[src/rtl/alt_pkg.sv]
// Shared types and character codes for the array language tokenizer.
package alt_pkg;

	localparam int unsigned MAX_SOURCE = 65536;

	localparam logic [7:0] CH_NUL    = 8'h00;
	localparam logic [7:0] CH_NL     = 8'h0A;
	localparam logic [7:0] CH_SPACE  = 8'h20;
	localparam logic [7:0] CH_QUOTE  = 8'h22;
	localparam logic [7:0] CH_RPAREN = 8'h29;
	localparam logic [7:0] CH_MINUS  = 8'h2D;
	localparam logic [7:0] CH_POINT  = 8'h2E;
	localparam logic [7:0] CH_SLASH  = 8'h2F;

	typedef enum logic [2:0] {
		KIND_IDENT,
		KIND_INT,
		KIND_FLOAT,
		KIND_STRING,
		KIND_PUNCT,
		KIND_END,
		KIND_UNKNOWN
	} kind_t;

	typedef struct packed {
		kind_t       kind;
		logic [7:0]  sym;
		logic [15:0] start;
		logic [15:0] len;
		logic        unterm;
		logic        last;
	} token_t;

	// Up to two tokens per source byte, in emission order.
	typedef struct packed {
		logic   v0;
		logic   v1;
		token_t t0;
		token_t t1;
	} step_t;

	typedef struct packed {
		logic [2:0] level;
		logic       room2;
	} qstat_t;

endpackage

[src/rtl/alt_in_if.sv]
// Source byte channel.
interface alt_in_if;
	logic       valid;
	logic       ready;
	logic [7:0] source_byte;

	modport source(output valid, source_byte, input ready);
	modport sink(input valid, source_byte, output ready);
endinterface

[src/rtl/alt_out_if.sv]
// Token channel.
interface alt_out_if;
	logic        valid;
	logic        ready;
	logic [2:0]  token_kind;
	logic [7:0]  symbol_char;
	logic [15:0] start_pos;
	logic [15:0] token_len;
	logic        unterminated;
	logic        last_of_run;

	modport source(output valid, token_kind, symbol_char, start_pos, token_len,
		unterminated, last_of_run, input ready);
	modport sink(input valid, token_kind, symbol_char, start_pos, token_len,
		unterminated, last_of_run, output ready);
endinterface

[src/rtl/array_language_tokenizer_unit.sv]
// Top level of the array language tokenizer.
//
//  channel | dir | payload                                         | transfer
//  src     | in  | source_byte                                     | valid & ready
//  tok     | out | token_kind symbol_char start_pos token_len      | valid & ready
//          |     | unterminated last_of_run                        |
//
// One source byte per cycle while src.ready is high; the lexer state advances in the
// cycle the byte transfers. A byte makes zero, one or two tokens, which go into a
// four-entry token queue whose single output port sets the token rate at one per cycle
// while tok.ready is high. src.ready drops while the queue holds three or more tokens.
// Reset returns the lexer to the start of a source and empties the queue.
module array_language_tokenizer_unit #(
	parameter int unsigned MAX_SOURCE = alt_pkg::MAX_SOURCE
) (
	input logic        clk,
	input logic        arst_n,
	alt_in_if.sink     src,
	alt_out_if.source  tok
);

	alt_pkg::step_t  step;
	alt_pkg::token_t head;
	alt_pkg::qstat_t stat;
	logic            fire, pop;

	assign fire      = src.valid & src.ready;
	assign pop       = tok.valid & tok.ready;
	assign src.ready = stat.room2;

	alt_core #(.MAX_SOURCE(MAX_SOURCE)) u_core (
		.clk      (clk),
		.arst_n   (arst_n),
		.fire     (fire),
		.src_byte (src.source_byte),
		.step     (step)
	);

	alt_queue u_queue (
		.clk    (clk),
		.arst_n (arst_n),
		.fire   (fire),
		.step   (step),
		.pop    (pop),
		.head   (head),
		.stat   (stat)
	);

	assign tok.valid        = (stat.level != 3'd0);
	assign tok.token_kind   = head.kind;
	assign tok.symbol_char  = head.sym;
	assign tok.start_pos    = head.start;
	assign tok.token_len    = head.len;
	assign tok.unterminated = head.unterm;
	assign tok.last_of_run  = head.last;

	a_no_overflow: assert property (@(posedge clk) disable iff (!arst_n)
		fire |-> (stat.level <= 3'd2))
		else $error("byte taken without room for two tokens");

	a_level_bound: assert property (@(posedge clk) disable iff (!arst_n)
		stat.level <= 3'd4)
		else $error("token queue level out of range");

	a_end_token: assert property (@(posedge clk) disable iff (!arst_n)
		(fire && src.source_byte == alt_pkg::CH_NUL) |=> tok.valid)
		else $error("no token pending after end of source");

	a_pop_nonempty: assert property (@(posedge clk) disable iff (!arst_n)
		(pop && !fire) |=> (stat.level == $past(stat.level) - 3'd1))
		else $error("queue level did not drop on delivery");

endmodule

[src/rtl/alt_core.sv]
// Lexer state and per-byte token decision.
module alt_core #(
	parameter int unsigned MAX_SOURCE = alt_pkg::MAX_SOURCE
) (
	input  logic              clk,
	input  logic              arst_n,
	input  logic              fire,
	input  logic [7:0]        src_byte,
	output alt_pkg::step_t    step
);

	localparam int unsigned PW = $clog2(MAX_SOURCE);
	localparam logic [PW-1:0] POS_LAST = PW'(MAX_SOURCE - 1);
	localparam logic [PW:0]   MS_EXT = (PW+1)'(MAX_SOURCE);

	typedef enum logic [2:0] {
		M_IDLE, M_IDENT, M_NUM, M_STRING, M_COMMENT, M_MINUS, M_DOT
	} mode_t;

	typedef enum logic [1:0] {C_NONE, C_NUMBER, C_RPAREN, C_OTHER} cls_t;

	mode_t          mode_q, mode_d;
	cls_t           cls_q, cls_d, cls_mid;
	logic [PW-1:0]  start_q, start_d;
	logic [PW-1:0]  pos_q;
	logic [7:0]     prev_q;
	logic           saw_q, saw_d;

	alt_pkg::token_t e0, e1;
	logic            e0_v, e1_v, handle, after_val;
	logic [PW-1:0]   span0;
	logic [15:0]     len0, len1, pos16;

	function automatic logic is_digit(logic [7:0] c);
		return (c >= 8'h30) && (c <= 8'h39);
	endfunction

	function automatic logic is_alpha(logic [7:0] c);
		return ((c >= 8'h61) && (c <= 8'h7A)) || ((c >= 8'h41) && (c <= 8'h5A));
	endfunction

	function automatic logic is_punct(logic [7:0] c);
		logic r;
		case (c) inside
			8'h2F, 8'h2A, 8'h2B, 8'h25, 8'h21, 8'h2D, 8'h2E, 8'h27, 8'h40, 8'h7E,
			8'h23, 8'h2C, 8'h28, 8'h29, 8'h5C, 8'h7B, 8'h7D, 8'h5B, 8'h5D, 8'h3C,
			8'h3E, 8'h3B, 8'h3A, 8'h3F, 8'h7C, 8'h3D, 8'h26: r = 1'b1;
			default: r = 1'b0;
		endcase
		return r;
	endfunction

	// Low 16 bits of a position-sized value.
	function automatic logic [15:0] fld(logic [PW:0] v);
		logic [PW+16:0] w;
		w = {16'b0, v};
		return w[15:0];
	endfunction

	function automatic cls_t class_of(alt_pkg::token_t t);
		cls_t r;
		if (t.kind == alt_pkg::KIND_INT || t.kind == alt_pkg::KIND_FLOAT) begin
			r = C_NUMBER;
		end else if (t.kind == alt_pkg::KIND_PUNCT && t.sym == alt_pkg::CH_RPAREN) begin
			r = C_RPAREN;
		end else begin
			r = C_OTHER;
		end
		return r;
	endfunction

	function automatic alt_pkg::token_t mk(alt_pkg::kind_t k, logic [7:0] s,
		logic [15:0] st, logic [15:0] ln, logic u);
		alt_pkg::token_t t;
		t.kind   = k;
		t.sym    = s;
		t.start  = st;
		t.len    = ln;
		t.unterm = u;
		t.last   = 1'b0;
		return t;
	endfunction

	// Token span modulo the source size.
	always_comb begin
		if (pos_q >= start_q) begin
			span0 = pos_q - start_q;
		end else begin
			span0 = PW'({1'b0, pos_q} + MS_EXT - {1'b0, start_q});
		end
		len0  = fld({1'b0, span0});
		len1  = fld({1'b0, span0} + (PW+1)'(1));
		pos16 = fld({1'b0, pos_q});
	end

	always_comb begin
		e0      = '0;
		e1      = '0;
		e0_v    = 1'b0;
		e1_v    = 1'b0;
		handle  = 1'b0;
		mode_d  = mode_q;
		start_d = start_q;
		saw_d   = saw_q;
		if (src_byte == alt_pkg::CH_NUL) begin
			// Flush the open token, then end.
			unique case (mode_q)
				M_IDENT: begin
					e0_v = 1'b1;
					e0   = mk(alt_pkg::KIND_IDENT, 8'h00, fld({1'b0, start_q}), len0, 1'b0);
				end
				M_NUM: begin
					e0_v = 1'b1;
					e0   = mk(saw_q ? alt_pkg::KIND_FLOAT : alt_pkg::KIND_INT, 8'h00,
						fld({1'b0, start_q}), len0, 1'b0);
				end
				M_STRING: begin
					e0_v = 1'b1;
					e0   = mk(alt_pkg::KIND_STRING, 8'h00, fld({1'b0, start_q}), len0, 1'b1);
				end
				M_MINUS: begin
					e0_v = 1'b1;
					e0   = mk(alt_pkg::KIND_PUNCT, alt_pkg::CH_MINUS, fld({1'b0, start_q}),
						16'd1, 1'b0);
				end
				M_DOT: begin
					e0_v = 1'b1;
					e0   = mk(alt_pkg::KIND_PUNCT, alt_pkg::CH_POINT, fld({1'b0, start_q}),
						16'd1, 1'b0);
				end
				default: ;
			endcase
			e1_v = 1'b1;
			e1   = mk(alt_pkg::KIND_END, 8'h00, pos16, 16'd1, 1'b0);
		end else begin
			unique case (mode_q)
				M_IDENT: begin
					if (!(is_alpha(src_byte) || is_digit(src_byte))) begin
						e0_v   = 1'b1;
						e0     = mk(alt_pkg::KIND_IDENT, 8'h00, fld({1'b0, start_q}), len0, 1'b0);
						mode_d = M_IDLE;
						handle = 1'b1;
					end
				end
				M_NUM: begin
					if (src_byte == alt_pkg::CH_POINT) begin
						saw_d = 1'b1;
					end else if (!is_digit(src_byte)) begin
						e0_v   = 1'b1;
						e0     = mk(saw_q ? alt_pkg::KIND_FLOAT : alt_pkg::KIND_INT, 8'h00,
							fld({1'b0, start_q}), len0, 1'b0);
						mode_d = M_IDLE;
						handle = 1'b1;
					end
				end
				M_STRING: begin
					if (src_byte == alt_pkg::CH_QUOTE) begin
						e0_v   = 1'b1;
						e0     = mk(alt_pkg::KIND_STRING, 8'h00, fld({1'b0, start_q}), len1, 1'b0);
						mode_d = M_IDLE;
					end
				end
				M_COMMENT: begin
					if (src_byte == alt_pkg::CH_NL) begin
						mode_d = M_IDLE;
					end
				end
				M_MINUS: begin
					if (is_digit(src_byte)) begin
						mode_d = M_NUM;
						saw_d  = 1'b0;
					end else begin
						e0_v   = 1'b1;
						e0     = mk(alt_pkg::KIND_PUNCT, alt_pkg::CH_MINUS, fld({1'b0, start_q}),
							16'd1, 1'b0);
						mode_d = M_IDLE;
						handle = 1'b1;
					end
				end
				M_DOT: begin
					if (is_digit(src_byte)) begin
						mode_d = M_NUM;
						saw_d  = 1'b1;
					end else begin
						e0_v   = 1'b1;
						e0     = mk(alt_pkg::KIND_PUNCT, alt_pkg::CH_POINT, fld({1'b0, start_q}),
							16'd1, 1'b0);
						mode_d = M_IDLE;
						handle = 1'b1;
					end
				end
				default: begin
					mode_d = M_IDLE;
					handle = 1'b1;
				end
			endcase
		end

		// The closing token above already counts as the previous token here.
		cls_mid   = e0_v ? class_of(e0) : cls_q;
		after_val = (cls_mid == C_NUMBER) || (cls_mid == C_RPAREN);

		if (handle && src_byte != alt_pkg::CH_SPACE && src_byte != alt_pkg::CH_NL) begin
			if (is_digit(src_byte)) begin
				mode_d  = M_NUM;
				start_d = pos_q;
				saw_d   = 1'b0;
			end else if (is_alpha(src_byte)) begin
				mode_d  = M_IDENT;
				start_d = pos_q;
			end else if (src_byte == alt_pkg::CH_QUOTE) begin
				mode_d  = M_STRING;
				start_d = pos_q;
			end else if (src_byte == alt_pkg::CH_SLASH) begin
				if (cls_mid == C_NONE || prev_q == alt_pkg::CH_SPACE) begin
					mode_d = M_COMMENT;
				end else begin
					e1_v = 1'b1;
					e1   = mk(alt_pkg::KIND_PUNCT, src_byte, pos16, 16'd1, 1'b0);
				end
			end else if (src_byte == alt_pkg::CH_MINUS) begin
				if (after_val && prev_q != alt_pkg::CH_SPACE) begin
					e1_v = 1'b1;
					e1   = mk(alt_pkg::KIND_PUNCT, src_byte, pos16, 16'd1, 1'b0);
				end else begin
					mode_d  = M_MINUS;
					start_d = pos_q;
				end
			end else if (src_byte == alt_pkg::CH_POINT) begin
				mode_d  = M_DOT;
				start_d = pos_q;
			end else if (is_punct(src_byte)) begin
				e1_v = 1'b1;
				e1   = mk(alt_pkg::KIND_PUNCT, src_byte, pos16, 16'd1, 1'b0);
			end else begin
				e1_v = 1'b1;
				e1   = mk(alt_pkg::KIND_UNKNOWN, 8'h00, pos16, 16'd1, 1'b0);
			end
		end

		cls_d = e1_v ? class_of(e1) : cls_mid;

		// Pack emitted tokens to the front and flag the final one.
		step.v0      = e0_v | e1_v;
		step.v1      = e0_v & e1_v;
		step.t0      = e0_v ? e0 : e1;
		step.t0.last = !(e0_v & e1_v);
		step.t1      = e1;
		step.t1.last = 1'b1;
	end

	always_ff @(posedge clk or negedge arst_n) begin
		if (!arst_n) begin
			mode_q  <= M_IDLE;
			cls_q   <= C_NONE;
			start_q <= '0;
			pos_q   <= '0;
			prev_q  <= '0;
			saw_q   <= 1'b0;
		end else if (fire) begin
			if (src_byte == alt_pkg::CH_NUL) begin
				mode_q  <= M_IDLE;
				cls_q   <= C_NONE;
				start_q <= '0;
				pos_q   <= '0;
				prev_q  <= '0;
				saw_q   <= 1'b0;
			end else begin
				mode_q  <= mode_d;
				cls_q   <= cls_d;
				start_q <= start_d;
				pos_q   <= (pos_q == POS_LAST) ? '0 : pos_q + PW'(1);
				prev_q  <= src_byte;
				saw_q   <= saw_d;
			end
		end
	end

endmodule

[src/rtl/alt_queue.sv]
// Four-entry token queue: takes up to two tokens a cycle, delivers one.
module alt_queue (
	input  logic             clk,
	input  logic             arst_n,
	input  logic             fire,
	input  alt_pkg::step_t   step,
	input  logic             pop,
	output alt_pkg::token_t  head,
	output alt_pkg::qstat_t  stat
);

	alt_pkg::token_t ent_q [4];
	logic [1:0]      rd_q, wr_q;
	logic [2:0]      level_q;
	logic            push0, push1;
	logic [2:0]      n_push;

	assign push0  = fire & step.v0;
	assign push1  = fire & step.v1;
	assign n_push = {2'b0, push0} + {2'b0, push1};

	always_ff @(posedge clk) begin
		if (push0) begin
			ent_q[wr_q] <= step.t0;
		end
		if (push1) begin
			ent_q[wr_q + 2'd1] <= step.t1;
		end
	end

	always_ff @(posedge clk or negedge arst_n) begin
		if (!arst_n) begin
			rd_q    <= '0;
			wr_q    <= '0;
			level_q <= '0;
		end else begin
			wr_q    <= wr_q + n_push[1:0];
			rd_q    <= rd_q + {1'b0, pop};
			level_q <= level_q + n_push - {2'b0, pop};
		end
	end

	assign head       = ent_q[rd_q];
	assign stat.level = level_q;
	assign stat.room2 = (level_q <= 3'd2);

endmodule
[src/flat_wrapper.sv]
// flat-port wrapper written by rule: the top's interface ports become plain ports
module array_language_tokenizer_unit_flat 
#(
	parameter int unsigned MAX_SOURCE = alt_pkg::MAX_SOURCE
)
  (clk, arst_n, src_valid, src_source_byte, src_ready, tok_valid, tok_token_kind, tok_symbol_char, tok_start_pos, tok_token_len, tok_unterminated, tok_last_of_run, tok_ready);
  alt_in_if src_i ();
  alt_out_if tok_i ();
  input logic clk;
  input logic arst_n;
  input wire logic [$bits(src_i.valid)-1:0] src_valid;
  input wire logic [$bits(src_i.source_byte)-1:0] src_source_byte;
  output wire logic [$bits(src_i.ready)-1:0] src_ready;
  output wire logic [$bits(tok_i.valid)-1:0] tok_valid;
  output wire logic [$bits(tok_i.token_kind)-1:0] tok_token_kind;
  output wire logic [$bits(tok_i.symbol_char)-1:0] tok_symbol_char;
  output wire logic [$bits(tok_i.start_pos)-1:0] tok_start_pos;
  output wire logic [$bits(tok_i.token_len)-1:0] tok_token_len;
  output wire logic [$bits(tok_i.unterminated)-1:0] tok_unterminated;
  output wire logic [$bits(tok_i.last_of_run)-1:0] tok_last_of_run;
  input wire logic [$bits(tok_i.ready)-1:0] tok_ready;
  assign src_i.valid = src_valid;
  assign src_i.source_byte = src_source_byte;
  assign src_ready = src_i.ready;
  assign tok_valid = tok_i.valid;
  assign tok_token_kind = tok_i.token_kind;
  assign tok_symbol_char = tok_i.symbol_char;
  assign tok_start_pos = tok_i.start_pos;
  assign tok_token_len = tok_i.token_len;
  assign tok_unterminated = tok_i.unterminated;
  assign tok_last_of_run = tok_i.last_of_run;
  assign tok_i.ready = tok_ready;
  array_language_tokenizer_unit #(.MAX_SOURCE(MAX_SOURCE)) u_core (.clk(clk), .arst_n(arst_n), .src(src_i), .tok(tok_i));
endmodule
[config.mk]
export PLATFORM = sky130hd
export DESIGN_NAME = array_language_tokenizer_unit_flat
export DESIGN_NICKNAME = d
export VERILOG_FILES = /design/src/rtl/alt_pkg.sv /design/src/rtl/alt_in_if.sv /design/src/rtl/alt_out_if.sv /design/src/rtl/array_language_tokenizer_unit.sv /design/src/rtl/alt_core.sv /design/src/rtl/alt_queue.sv /design/src/flat_wrapper.sv
export SDC_FILE = /design/constraint.sdc
export NUM_CORES = 1
export LEC_CHECK = 0
export BUFFER_PORTS_ARGS = -buffer_cell sky130_fd_sc_hd__buf_4
export CORE_ASPECT_RATIO = 1.5
export CORE_MARGIN = 2
export CORE_UTILIZATION = 55
export DETAILED_ROUTE_END_ITERATION = 12
export PLACE_DENSITY = 0.72
export SLEW_MARGIN = 40
export SYNTH_ARGS = -nofsm -noshare
export SYNTH_HDL_FRONTEND = slang
export SYNTH_HIERARCHICAL = 1
export SYNTH_SLANG_ARGS = --single-unit
[constraint.sdc]
create_clock -name clk -period 9.97 [get_ports clk]
set_clock_uncertainty 0.2 [all_clocks]
set_input_delay 1.994 -clock clk [delete_from_list [all_inputs] [get_ports clk]]
set_output_delay 1.994 -clock clk [all_outputs]
set_load 0.05 [all_outputs]
==> impl_metrics.toml, run 1 <==
[pwr]
p_sw_uw = 1840
ir_worst_vdd_mv = 0.160
switching_share_pct = 41.4
total_leakage_power_uw = 0.00593
intPower_uw = 2600
clkPwrFrac_pct = 19.5
pwr-share-comb_pct = 49.7
p_seq_share_pct = 30.8
power.density_nw_per_um2 = 286

[clock_tree]
path_clk_slew_ns = 0.07
clock-sinks = 233
cts_setup_buffers = 0
clock_latency_ns = 0.52
numCtsBuffers = 22
cts_tree = "done"
ctsResizeCount = 0
clockBufferDepth = 3
root_buffer = "clkbuf_16"
ctsHoldBuffers = 0
h-tree-depth = 1

[setup_path]
cp.required_ns = 10.03
path_max_fanout = 37
worstPathArrival_ns = 7.84
start_kind = "input pin"
cp-end-kind = "flip-flop"
path_class = "in2reg"

[floorplanning]
dieWidth_um = 135
start_util_pct = 55.5
rows = 72
die_area_sq_um = 27200
die_h_um = 201
coreArea_sq_um = 25600
ioPinCount = 59

[synth]
synth_top_family_by_area = "multiplexers"
synth-simple-area-share_pct = 11.1
synth_cells = 1136
synthMuxAreaShare_pct = 23.5
synth_area_leaders = "edfxtp_1, mux2_2, dfrtp_1"
synthAdderAreaFrac_pct = 2.38
synthFlopType = "edfxtp_1"
synthXorXnorAreaFrac_pct = 2.04
syn_area_sq_um = 14200
synth_seq_cells = 233
synth-async-reset-ratio_pct = 22.7
netlist.area_leader.share_pct = 38.1
ys_warn_count = 6
synth_edf_count = 180
synth-seq-area-share_pct = 47.4
synth_area_per_cell_sq_um = 12.5
synth_compound_area_share_pct = 8.53
ys_types = 96
yosysTopAreaCell = "edfxtp_1"

[routing]
vias_per_cell = 6.18
avgRoutedWirePerCell_um = 22.0
ant_nets = 0
routed_wl_mm = 33.3
drc = 0
dr.pass1.iters = 5
vias = 9347
drt_iter0_markers = 859

[sta]
rsz0062_at_grt = "false"
fin_crit_sh_pct = 78.1
tns_ns = 0
max_freq_mhz = 129
fin_crit_ns = 7.78
finalHoldViolCount = 0
drv_slew = 0
setup_violations = 0
relSlewSlack_pct = 41.9
fin_ws_ns = 2.19
worstMarginPinSlew_ns = 0.870

[grt]
antenna_found_initial = 0
track_usage_pct = 24.9
grt-ovfl-total = 0
grt_pass1_vias = 9406
grt_max_degree = 54
grt_pass1_wl_mm = 52.5

[cells_and_area]
final_common_cell = "edfxtp_1"
drive_gt1_share_pct = 31.5
fillers = 2063
synthToLayoutAreaGrowth_pct = 9.17
most-common-layout-cells = "edfxtp_1, mux2_2, buf_4"
final_nets = 1202
postLayoutCellArea_sq_um = 15500
antenna_cells = 0

[hold_path]
min_path_type = "reg2reg"

[run_status]
run_status = "complete, no violations"

[place]
place.gp.congestion = 0.912
portBuffers = 58
dp_hpwl_mm = 21.8
place_ws_ns = 1.66
place_area_sq_um = 14800

[run]
cap_violations = 0
power by group through the flow:
stage | combinational [uW] | clock [uW] | sequential [uW]
6_report | 2200 | 864 | 1370
5_1_grt | 2360 | 913 | 1390
3_5_place_dp | 2180 | 0 | 1390
3_3_place_gp | 2090 | 0 | 1430
4_1_cts | 2200 | 884 | 1370
2_1_floorplan | 1730 | 0 | 1320
cell families (layout without fill, tap and decap cells):
group                      after synthesis  in the layout
buffers and inverters                  124            150
adders and majority gates               26             26
muxes                                  239            239
DFF                                    233            233
and+or+nand+nor                        293            293
other                                    2             19
AOI/OAI and AO/OA                      188            188
xor gates and xnor gates                31             31
path summary, 6_finish.rpt:
check	slack (ns)	to	startpoint	depth (start not counted)
worst max-delay path	2.19	u_core/u_queue/ent_q[0][9]	src_source_byte[4]	21
worst min-delay path	0.31	u_core/u_core/prev_q[6]	u_core/u_core/prev_q[6]	1
worst max register to register	3.08	u_core/u_queue/ent_q[0][9]	u_core/u_core/mode_q[1]	19
worst min register to register	0.31	u_core/u_core/prev_q[6]	u_core/u_core/prev_q[6]	1
max in group asynchronous	7.74	u_core/u_queue/rd_q[0]	arst_n	1
min in group asynchronous	1.31	u_core/u_queue/level_q[0]	arst_n	1
layer usage:
| metal | track usage (%) | routed length [um] | part of all wire (%) | vias to the layer above |
|---|---|---|---|---|
| met5 | 0 | 0 | 0 | - |
| met4 | 9.26 | 1210 | 3.6 | 0 |
| met3 | 2.93 | 1560 | 4.7 | 57 |
| met2 | 42.7 | 17000 | 51 | 262 |
| met1 | 32.4 | 13500 | 40 | 4702 |
| li1 | - | - | - | 4326 |
metrics by stage:
stage | instances | total power [uW] | utilization, % | hold WS (ns)
after CTS | 1512 | 4450 | 60.5 | 0.314
after detailed placement | 1474 | 3570 | 57.7 | 0.301
after global placement | 1472 | 3520 | 57.5 | 0.293
after global routing | 1512 | 4660 | 60.6 | 0.335
final | 1512 | 4430 | 60.6 | 0.309
after floorplan | 1153 | 3050 | - | 0.261
Yosys cell counts (all sizes together), types with 7 or more instances:
cell type and instances:
a21oi 42, buf 55, xnor2 20, clkbuf 34
nand4 9, ha 23, edfxtp 180, nor2 63
and3 18, mux2 189, inv 34, nand2b 11
o22ai 7, and2 26, mux4 45, dfrtp 53
xor2 11, a21boi 7, nand2 71, nor3 22
o21ai 65, a21o 7, nand3 31
state kept, by name, summed over array words and instances (netlist names), 3 cells and up:
name and flops:
u_core/u_queue/level_q 3, u_core/u_core/start_q 16, u_core/u_queue/ent_q 180, u_core/u_core/pos16 16, u_core/u_core/mode_q 3, u_core/u_core/prev_q 8
final cells by class:
class | count | area [sq um] | area share (%)
well taps | 333 | 417 | 2.69
clock inverters | 14 | 151 | 0.976
inverters | 35 | 131 | 0.847
flip-flops and latches | 233 | 6740 | 43.4
multi-input cells | 796 | 6890 | 44.4
repair buffers | 77 | 603 | 3.89
clock buffers | 24 | 579 | 3.74
worst max-delay path: stages:
cell and delay (ns):
buf_4 0.15, nor3_1 0.32, nand2_1 0.14, or4_1 0.41, buf_4 0.23, nand2_1 0.19
o311a_1 0.40, nor2_1 0.08, ha_1 0.28, a21boi_0 0.23, a21o_1 0.17, a21oi_1 0.08
or2_0 0.24, nor3_2 0.22, nor2_2 0.13, inv_2 0.47, nand2_1 0.22, inv_1 0.38
nand4_4 0.63, buf_4 0.50, mux2_1 0.35
No activity file was read; power rests on OpenSTA's default activity.
==> run 2: changes to the inputs <==
==> constraint.sdc (replaced) <==
create_clock -name clk -period 7.3 [get_ports clk]
set_clock_uncertainty 0.2 [all_clocks]
set_input_delay 1.46 -clock clk [delete_from_list [all_inputs] [get_ports clk]]
set_output_delay 1.46 -clock clk [all_outputs]
set_load 0.05 [all_outputs]
==> impl_metrics.toml, run 2 (same netlist as run 1, synthesis figures left out) <==
[clock_tree]
numCtsBuffers = 24
clockBufferDepth = 3
root_buffer = "clkbuf_16"
clock-sinks = 233
h-tree-depth = 1
clock_latency_ns = 0.52
path_clk_slew_ns = 0.06
cts_setup_buffers = 0
ctsResizeCount = 0
cts_tree = "done"
ctsHoldBuffers = 0

[floorplanning]
start_util_pct = 55.5
ioPinCount = 59
dieWidth_um = 135
die_area_sq_um = 27200
rows = 72
coreArea_sq_um = 25600
die_h_um = 201

[setup_path]
start_kind = "input pin"
cp-end-kind = "flip-flop"
r2r_setup_slack_ns = 1.39
reg2reg_from = "u_core/u_core/mode_q[1]"
path_max_fanout = 12
r2r_end = "u_core/u_queue/level_q[2]"
path_class = "in2reg"
rr_worst_depth = 25
worstPathArrival_ns = 6.53
cp.required_ns = 7.50

[grt]
track_usage_pct = 24.8
grt_pass1_wl_mm = 52.9
antenna_found_initial = 0
grt_pass1_vias = 9631
grt-ovfl-total = 0
grt_max_degree = 54

[sta]
whs_ns = 0.313
finalHoldViolCount = 0
fin_crit_sh_pct = 86.7
fin_crit_ns = 6.33
worstMarginPinSlew_ns = 0.934
setup_violations = 0
rsz0062_at_grt = "false"
relSlewSlack_pct = 37.1
tns_ns = 0
max_freq_mhz = 158
drv_slew = 0

[pwr]
ir_worst_vdd_mv = 0.278
total_leakage_power_uw = 0.00606
power.density_nw_per_um2 = 396

[routing]
drt_iter0_markers = 707
ant_nets = 0
avgRoutedWirePerCell_um = 21.9
routed_wl_mm = 33.4
vias_per_cell = 6.19
dr.pass1.iters = 5
drc = 0
vias = 9432

[run_status]
run_status = "complete, no violations"

[cells_and_area]
drive_gt1_share_pct = 32.2
final_util_pct = 61.7
final_common_cell = "edfxtp_1"
regMostFlops = "u_core/u_queue/ent_q"
most-common-layout-cells = "edfxtp_1, mux2_2, buf_4"
synthToLayoutAreaGrowth_pct = 11.1
antenna_cells = 0
final_nets = 1210
largest_register_ffs = 180

[place]
dp_hpwl_mm = 22.2
place.gp.congestion = 0.923
portBuffers = 58

[hold_path]
hold_path_depth = 1
whs_endpoint = "u_core/u_core/prev_q[3]"
hp-start = "u_core/u_core/prev_q[3]"
min_path_type = "reg2reg"

[run]
cap_violations = 0
==> run 2: cell types whose count changed in the layout (fill, tap and decap cells not counted), moves of 2 or more <==
cell	previous run	this run
buf_12	2	9
inv_6	0	2
clkinv_1	6	1
clkbuf_1	1	5
bufinv_16	3	5
clkbuf_16	23	25
==> run 2: worst max path at each step <==
stage	slack, ns	endpoint	from
2_1_floorplan	0.39	u_core/u_queue/ent_q[0][0]	src_source_byte[6]
3_3_place_gp	0.54	u_core/u_queue/level_q[2]	src_source_byte[0]
3_5_place_dp	0.41	u_core/u_queue/level_q[2]	src_source_byte[0]
6_report	0.97	u_core/u_queue/level_q[2]	src_source_byte[4]
5_1_grt	0.62	u_core/u_queue/level_q[2]	src_source_byte[4]
4_1_cts	0.94	u_core/u_queue/level_q[2]	src_source_byte[0]
==> run 2: area by class of cell <==
cell class | count | area (sq um)
Timing Repair Buffer | 83 | 736
Sequential cell | 233 | 6740
Multi-Input combinational cell | 796 | 6890
Fill cell | 2058 | 9810
Clock buffer | 31 | 658
Inverter | 35 | 131
Clock inverter | 13 | 213
Tap cell | 333 | 417
==> run 2: worst max-delay path: stages <==
cell and delay (ns):
buf_4 0.15, nor3_1 0.31, nand4_1 0.32, o21ai_1 0.34
a211oi_2 0.20, o311a_1 0.41, nor2_1 0.10, ha_1 0.24
a21boi_0 0.14, a21o_1 0.24, a21oi_1 0.17, or2_0 0.18
nor3_2 0.07, nor2_2 0.27, inv_2 0.06, nand2_1 0.20
inv_1 0.09, buf_4 0.19, xor2_1 0.19, nand2_1 0.08
ha_1 0.30, inv_1 0.04, ha_1 0.20, fa_1 0.44
xnor2_1 0.14
==> run 2: where the power goes <==
group	internal, uW	switching, uW	total (uW)
registers	1710	181	1890
clock network	820	520	1340
logic	1170	1840	3010
total	3700	2540	6240
==> run 2: per-layer routing <==
metal	GRT usage, %	wire, um
met1	31.6	13500
met4	6.96	946
met5	0	0
met2	45.1	17400
met3	2.25	1500
==> run 2: stage by stage <==
step,worst slack [ns],cell area (sq um),power (uW),cells
after floorplan,0.393,14300,4170,1153
after CTS,0.937,15800,6260,1524
after global placement,0.535,14900,4830,1478
final,0.974,15800,6240,1524
after global routing,0.619,15800,6540,1524
after detailed placement,0.408,14900,4900,1480
==> run 3: changes to the inputs <==
--- a/config.mk
+++ b/config.mk
@@ -5,12 +5,12 @@
 export SDC_FILE = /design/constraint.sdc
 export NUM_CORES = 1
 export LEC_CHECK = 0
+export ABC_AREA = 1
 export BUFFER_PORTS_ARGS = -buffer_cell sky130_fd_sc_hd__buf_4
 export CORE_ASPECT_RATIO = 1.5
 export CORE_MARGIN = 2
-export CORE_UTILIZATION = 55
+export CORE_UTILIZATION = 35
 export DETAILED_ROUTE_END_ITERATION = 12
-export PLACE_DENSITY = 0.72
 export SLEW_MARGIN = 40
 export SYNTH_ARGS = -nofsm -noshare
 export SYNTH_HDL_FRONTEND = slang
==> impl_metrics.toml, run 3 <==
[run_status]
run_status = "complete, no violations"

[sta]
whs_ns = 0.295
finalHoldViolCount = 0
tns_ns = 0
fin_crit_ns = 5.86
rsz0062_at_grt = "false"
setup_violations = 0
drv_slew = 0
worstMarginPinSlew_ns = 0.765
relSlewSlack_pct = 49.0
fin_crit_sh_pct = 80.3
max_freq_mhz = 171

[pwr]
total_leakage_power_uw = 0.00876
power.density_nw_per_um2 = 489
ir_worst_vdd_mv = 0.205

[cells_and_area]
drive_gt1_share_pct = 10.4
fillers = 4660
final_cells = 2814
final_nets = 2252
final_common_cell = "nand2_1"
antenna_cells = 0
final_util_pct = 39.0
multi_input_area_sq_um = 7200
regMostFlops = "u_core/u_queue/ent_q"
postLayoutCellArea_sq_um = 17400
largest_register_ffs = 180
synthToLayoutAreaGrowth_pct = 10.6
regArea_sq_um = 6730
most-common-layout-cells = "nand2_1, inv_1, nand3_1"

[grt]
grt_pass1_wl_mm = 74.3
grt-ovfl-total = 0
grt_pass1_vias = 13800
antenna_found_initial = 0
track_usage_pct = 20.1
grt_max_degree = 91

[floorplanning]
dieWidth_um = 177
die_h_um = 264
die_area_sq_um = 46800
ioPinCount = 59
coreArea_sq_um = 44700
start_util_pct = 35.3
rows = 95

[setup_path]
path_max_fanout = 46
worstPathArrival_ns = 5.92
cp.required_ns = 7.36
cp-startpoint = "src_source_byte[0]"
path_class = "in2reg"
start_kind = "input pin"
timing.critical_path.to = "u_core/u_queue/ent_q[2][19]"
r2r_setup_slack_ns = 2.13
r2r_end = "u_core/u_queue/ent_q[2][19]"
rr_worst_depth = 25
reg2reg_from = "u_core/u_core/mode_q[2]"
cp-end-kind = "flip-flop"

[synth]
synth_seq_cells = 233
netlist.area_leader.share_pct = 34.3
synth_common_cells = "nand2_1, inv_1, nand3_1, edfxtp_1, nor2_1"
synth_area_leaders = "edfxtp_1, nand2_1, nand3_1"
synth-async-reset-ratio_pct = 22.7
yosysMostFrequentCell = "nand2_1"
synth_cells = 2203
synth-seq-area-share_pct = 42.7
synth_edf_count = 180
yosysTopAreaCell = "edfxtp_1"
syn_area_sq_um = 15800
synthFlopType = "edfxtp_1"
synth_area_per_cell_sq_um = 7.16
ys_warn_count = 6
ys_types = 53

[hold_path]
min_path_type = "reg2reg"

[place]
place_area_sq_um = 16700
placed_cells = 2771
portBuffers = 58
dp_hpwl_mm = 32.1
place.gp.congestion = 0.911

[clock_tree]
ctsHoldBuffers = 0
h-tree-depth = 1
cts_setup_buffers = 0
numCtsBuffers = 24
root_buffer = "clkbuf_16"
ctsResizeCount = 0
clock_latency_ns = 0.54
path_clk_slew_ns = 0.06
cts_tree = "done"
clockBufferDepth = 3
clock-sinks = 233

[routing]
dr.pass1.iters = 7
drt_iter0_markers = 1060
ant_nets = 0
vias_per_cell = 5.01
routed_wl_mm = 47.3
vias = 14100
avgRoutedWirePerCell_um = 16.8
drc = 0

[run]
cap_violations = 0
==> run 3: layer usage <==
layer	track usage, %	wire [um]	share of wire [%]	vias up
met4	9.19	2060	4.3	0
met3	1.64	2510	5.3	105
met2	37.0	24500	52	462
li1	-	-	-	6950
met1	23.4	18200	39	6581
met5	0	0	0	-
==> run 3: logic make-up (layout without fill, tap and decap cells) <==
kind of cell	after synthesis	after routing	synth area share, %
and+or+nand+nor	1319	1319	36.3
AOI/OAI and AO/OA	143	143	5.66
DFF	233	233	42.7
buffers and inverters	469	481	12.5
adders and majority gates	25	25	2.08
xor gates and xnor gates	12	12	0.762
other	2	19	0.0476
==> run 3: worst min-delay path by stage <==
stage,slack [ns],cells past startpoint,from,to
final,0.30,2,u_core/u_core/prev_q[1],u_core/u_core/prev_q[1]
after floorplan,0.25,2,u_core/u_core/cls_q[1],u_core/u_core/cls_q[1]
after global placement,0.27,2,u_core/u_core/cls_q[1],u_core/u_core/cls_q[1]
after global routing,0.35,2,u_core/u_core/cls_q[1],u_core/u_core/cls_q[1]
after detailed placement,0.28,2,u_core/u_core/prev_q[1],u_core/u_core/prev_q[1]
after CTS,0.30,2,u_core/u_core/prev_q[1],u_core/u_core/prev_q[1]
==> run 3: layout make-up <==
cell class	count	area share [%]
Multi-Input combinational cell	1518	41.2
Timing Repair Buffer	87	4.08
Sequential cell	233	38.6
Clock buffer	29	3.67
Clock inverter	14	0.645
Tap cell	582	4.17
Inverter	351	7.60
==> run 3: through the flow <==
step	total power (uW)	worst slack (ns)
finish	8530	1.44
global route	9160	1.04
detailed placement	7330	0.936
global placement	7230	0.858
CTS	8560	1.49
floorplan	5850	0.848
==> run 3: critical path: stages <==
cell and delay [ns]:
buf_4 0.14, inv_1 0.13, nand2_1 0.08, nor2_2 0.20, o21ai_2 0.08, nand2_2 0.09
nand3_1 0.12, nand2_1 0.14, inv_2 0.08, nand3_2 0.08, nand2_4 0.08, inv_2 0.24
nor2_2 0.07, ha_1 0.31, nand2_1 0.08, nand2_2 0.07, and3_1 0.19, nand3b_1 0.15
nand2_4 0.07, nand2_4 0.06, nor2_2 0.05, nand2_1 0.15, clkinv_2 0.35, nand2_1 0.17
buf_4 0.54, o21ai_4 0.26, buf_6 0.23, buf_4 0.26
==> run 3: power breakdown <==
group / internal, uW / switching, uW
Combinational: 1410 / 3840
Clock: 664 / 550
Sequential: 1900 / 160
